[src/hw/rtl/bpc_pkg.sv]
// Shared types, constants and helpers for the pressure compensation pipeline.
package bpc_pkg;

	localparam int DivStages = 32;
	localparam int FrontStages = 11;
	localparam int PostStages = 4;
	localparam int Latency = FrontStages + DivStages + PostStages;

	localparam logic [1:0] RegTemp = 2'd0;
	localparam logic [1:0] RegPressA = 2'd1;
	localparam logic [1:0] RegPressB = 2'd2;
	localparam logic [1:0] RegPressC = 2'd3;

	localparam logic [31:0] TempOffset = 32'd64000;
	localparam logic [31:0] PressBase = 32'd1048576;
	localparam logic [31:0] PressScale = 32'd3125;
	localparam logic [31:0] SignBit = 32'h8000_0000;
	localparam logic [31:0] DivBias = 32'd32768;
	localparam logic [31:0] RoundHalf = 32'd128;

	typedef struct packed {
		logic [31:0] t1, t2, t3;
		logic [31:0] p1, p2, p3, p4, p5, p6, p7, p8, p9;
	} calib_t;

	typedef struct packed {
		logic [31:0] tc;
		logic [31:0] fine;
		logic        dbl;
		logic        zero;
	} side_t;

	typedef struct packed {
		logic [31:0] num;
		logic [31:0] den;
		side_t       side;
	} div_in_t;

	function automatic logic [31:0] sra(input logic [31:0] x, input int n);
		return 32'($signed(x) >>> n);
	endfunction

	function automatic logic [31:0] sx16(input logic [15:0] v);
		return {{16{v[15]}}, v};
	endfunction

endpackage

[src/hw/rtl/bpc_post.sv]
// Final pressure correction after the divider.
module bpc_post import bpc_pkg::*; (
	input  logic        clk,
	input  logic        arst_n,
	input  calib_t      cal,
	input  logic        in_v,
	input  logic [31:0] quot,
	input  side_t       in_side,
	output logic        done,
	output logic [31:0] temp_centi,
	output logic [31:0] fine_temp,
	output logic [31:0] press_pa,
	output logic        press_valid
);
	logic [PostStages-1:0] v_q;
	logic [31:0] p_s1, p_s2, p_s3, pp_s2, bb_s2, bb_s3, am_s3;
	side_t sd_s1, sd_s2, sd_s3;
	logic [31:0] p3_w, p2_w, corr_w;

	assign p3_w = p_s1 >> 3;
	assign p2_w = p_s1 >> 2;
	assign corr_w = sra(sra(am_s3, 12) + sra(bb_s3, 13) + cal.p7, 4);

	always_ff @(posedge clk or negedge arst_n) begin
		if (!arst_n) v_q <= '0;
		else v_q <= {v_q[PostStages-2:0], in_v};
	end

	always_ff @(posedge clk) begin
		p_s1 <= in_side.dbl ? (quot << 1) : quot;
		sd_s1 <= in_side;
		pp_s2 <= p3_w * p3_w;
		bb_s2 <= p2_w * cal.p8;
		p_s2 <= p_s1; sd_s2 <= sd_s1;
		am_s3 <= cal.p9 * (pp_s2 >> 13);
		bb_s3 <= bb_s2; p_s3 <= p_s2; sd_s3 <= sd_s2;
		temp_centi <= sd_s3.tc;
		fine_temp <= sd_s3.fine;
		press_pa <= sd_s3.zero ? 32'd0 : p_s3 + corr_w;
		press_valid <= !sd_s3.zero;
	end

	assign done = v_q[PostStages-1];
endmodule

[config.mk]
export PLATFORM = sky130hd
export DESIGN_NAME = bpc_post
export DESIGN_NICKNAME = d
export VERILOG_FILES = /design/src/hw/rtl/bpc_pkg.sv /design/src/hw/rtl/bpc_post.sv
export SDC_FILE = /design/constraint.sdc
export NUM_CORES = 2
export LEC_CHECK = 0
export BUFFER_PORTS_ARGS = -buffer_cell sky130_fd_sc_hd__buf_4
export CAP_MARGIN = 10
export CORE_ASPECT_RATIO = 0.75
export CORE_UTILIZATION = 40
export DETAILED_ROUTE_END_ITERATION = 10
export PLACE_DENSITY = 0.59
export SETUP_SLACK_MARGIN = 0.5
export SYNTH_ARGS = -nofsm -noshare
export SYNTH_HDL_FRONTEND = slang
export SYNTH_SLANG_ARGS = --single-unit
[constraint.sdc]
create_clock -name clk -period 8 [get_ports clk]
set_clock_uncertainty 0.15 [all_clocks]
set_input_delay 1.6 -clock clk [delete_from_list [all_inputs] [get_ports clk]]
set_output_delay 1.6 -clock clk [all_outputs]
set_load 0.005 [all_outputs]
==> metrics <==
outcome=complete, no violations; Synthesized Nets=7534; number of levels in the clock H-tree=2; total length of routed wires=142000 um; transition time at the pin with the least slew margin=1.10 ns; ys async rst share=0.853%; setup-violating endpoint count in the final report=0; Remaining Overflow, GRT=0; clk slew on worst S/H paths=0.06 ns; placed cell area=59500 um2; RSZ-0062 raised after global routing=yes; total clock buffers created by CTS=48; per-cell routed wire length=18.3 um; die outline area=136000 um2; x dimension of the die=426 um; area fraction of the dominant cell type after synthesis=41.6%; iteration-0 DRC count of the detailed router=2047; leading cell types by total area after synthesis=fa_1 42%, dfxtp_1 17%, inv_1 9.2%; # DRC=0; CTS Root Cell=clkbuf_16; final hold violation count=0; vias in the first global route=39900; remaining antenna violation count after routing=0; number of max-slew violations in the final report=0; length of the first detailed-routing pass in iterations=5; CTS sink count=469; HPWL Detailed=119000 um; sequential cell area fraction in the yosys report=17.5%; number of I/O port buffers=294; filler cell count in the final layout=12600; clock insertion delay at the later pin of the skew report=0.65 ns; total routing resource utilization after global routing=21.6%; classification of the worst-slack hold path=register to register; antenna violations before repair=17; portion of the clock cycle consumed by the worst path in the final layout=98.2%; synthesis-to-finish area growth=15.7%; fraction of layout cells with a size suffix above 1=13.9%; post-synthesis cell type with the largest combined area=fa_1; number of cells in the finished layout apart from fillers=7757; DR vias=36800; Die H=320 um; total of max-cap violations=0; number of cell rows=116; highest clock frequency the design can meet=127 MHz; floorplan core area=134000 um2; kind of critical path=input port to register; routed via count divided by cell count=4.75; number of distinct library cells after synthesis=60; register bit total from synthesis=469; CTS Hold Buffers Added=0; routability cong.=0.876; Min Clock Period, post-route=7.86 ns; critical-path maximum fanout=12; Worst EP required=8.33 ns; final non-filler cell area=62300 um2; number of instances in the synthesized netlist=5541; Mapped Avg Cell Area=9.72 um2; effective utilization at floorplan=40.3%; Core Util, Final=46.7%; smallest hold slack=0.132 ns; largest net degree at the start of global routing=34; kind of capture point of the worst setup path=register; Relative slew margins=26.5%; number of synthesized flops with an enable pin=0; number of buffers on the longest clock path=3; number of I/O pins=583; wire length of the first global-routing pass=226000 um; most common flop cell mapped by yosys=dfxtp_1; number of warnings reported in the yosys synthesis log=0; Post-Synthesis Cell Area=53800 um2; startpoint type of the worst setup path=input port; Post-layout nets=7932; DP Cell Count=7621; data arrival at the endpoint of the critical path=8.19 ns; TritonCTS clock tree=done
worst max-delay path, cell delays in order:
cell and delay (ns):
buf_6 0.10, buf_4 0.16, buf_4 0.19, and2_1 0.18, fa_1 0.53, inv_1 0.05
fa_1 0.48, fa_1 0.57, fa_1 0.44, fa_1 0.55, inv_1 0.07, fa_1 0.45
fa_1 0.50, inv_1 0.05, fa_1 0.48, inv_1 0.04, ha_1 0.30, o211ai_1 0.11
o21ai_2 0.21, a2111oi_2 0.06, buf_4 0.17, nor3_4 0.22, o2111ai_2 0.17, buf_4 0.17
a31oi_2 0.14, nor2_1 0.07, xnor2_1 0.12
cell type report:
type,count,area [um2],area share (%)
multi-input cells,3531,39300,63.0
flip-flops and latches,469,9460,15.2
inverters,1320,4960,7.96
repair buffers,569,4650,7.46
well taps,1770,2210,3.55
clock buffers,61,1330,2.13
clock inverters,28,387,0.620
diodes,9,22.5,0.0361
synthesized netlist by cell type (9+ instances only):
| master | number |
|---|---|
| and2_1 | 547 |
| fa_1 | 1118 |
| nor2b_1 | 23 |
| a21oi_1 | 78 |
| clkbuf_1 | 212 |
| xnor2_1 | 164 |
| o21a_1 | 30 |
| dfxtp_1 | 465 |
| inv_1 | 1320 |
| a211oi_1 | 16 |
| nand2_1 | 677 |
| a21o_1 | 41 |
| xor2_1 | 51 |
| nor2_1 | 140 |
| o21ai_0 | 41 |
| ha_1 | 390 |
| o21bai_1 | 13 |
| nand3_1 | 18 |
| nor3_1 | 35 |
| a31oi_1 | 10 |
| nand2b_1 | 11 |
| buf_1 | 9 |
| mux2_2 | 31 |
| nand4_1 | 12 |
what timing repair did:
| item | CTS | global route |
|---|---|---|
| resized for setup | 113 | 70 |
| setup endpoints to repair | 19 | 30 |
| buffers inserted | 24 | 12 |
| gates cloned | 2 | 0 |
| pin swaps | 58 | 47 |
per-stage QoR:
step	setup WS (ns)	TNS [ns]
6_report	0.140	0
5_1_grt	-0.0953	-0.284
4_1_cts	0.152	0
3_5_place_dp	-0.756	-4.96
3_3_place_gp	-0.694	-4.69
2_1_floorplan	-0.352	-1.28
logic make-up after synthesis:
group | synth area share, %
buf+inv | 10.7
fa+ha+maj | 50.6
simple gates | 13.4
flops | 17.5
compound gates | 3.51
xor+xnor | 3.54
mux | 0.685
metal layers:
metal / part of all wire (%) / global-route usage [%] / vias to the layer above
li1: - / - / 16900
met1: 45 / 30.5 / 18700
met2: 43 / 32.8 / 1093
met3: 8.4 / 5.29 / 160
met4: 2.7 / 5.72 / 12
met5: 0.065 / 0 / -
state kept, by name, summed over array words and instances, names as in the netlist, 31 cells and up:
name and cells:
p_s3 32, temp_centi 32, p_s2 31, sd_s2 65
fine_temp 32, p_s1 32, sd_s3 65, sd_s1 65
press_pa 32
cells in the final DEF (no fill, tap or decap), drive strengths merged, types with 7 or more instances in the layout:
cell type	instances
ha	390
inv	1325
nor2b	23
nor2	140
o21ai	41
xor2	51
nor3	35
nand3	18
nand4	12
nand2b	11
clkinv	13
and2	548
a31oi	10
bufinv	7
a211o	7
fa	1118
nand2	677
o21bai	13
diode	9
dfxtp	465
a21oi	78
xnor2	164
a211oi	17
mux2	31
and3	7
clkbuf	61
a21o	41
o21a	30
buf	567
or2	7
path summary, 6_finish.rpt:
kind | start | to | slack, ns | cells after the start
worst max-delay path | cal[45] | bb_s2[31] | 0.14 | 27
worst min-delay path | p_s2[31] | p_s3[31] | 0.13 | 0
worst max register to register | p_s1[7] | pp_s2[30] | 0.36 | 25
worst min register to register | p_s2[31] | p_s3[31] | 0.13 | 0
max in group asynchronous | arst_n | v_q[2] | 6.96 | 1
min in group asynchronous | arst_n | v_q[3] | 0.60 | 1
Power is left out: the tool's default activity adds up to more than one toggle a clock period on the data nets, which glitch-free logic cannot reach.
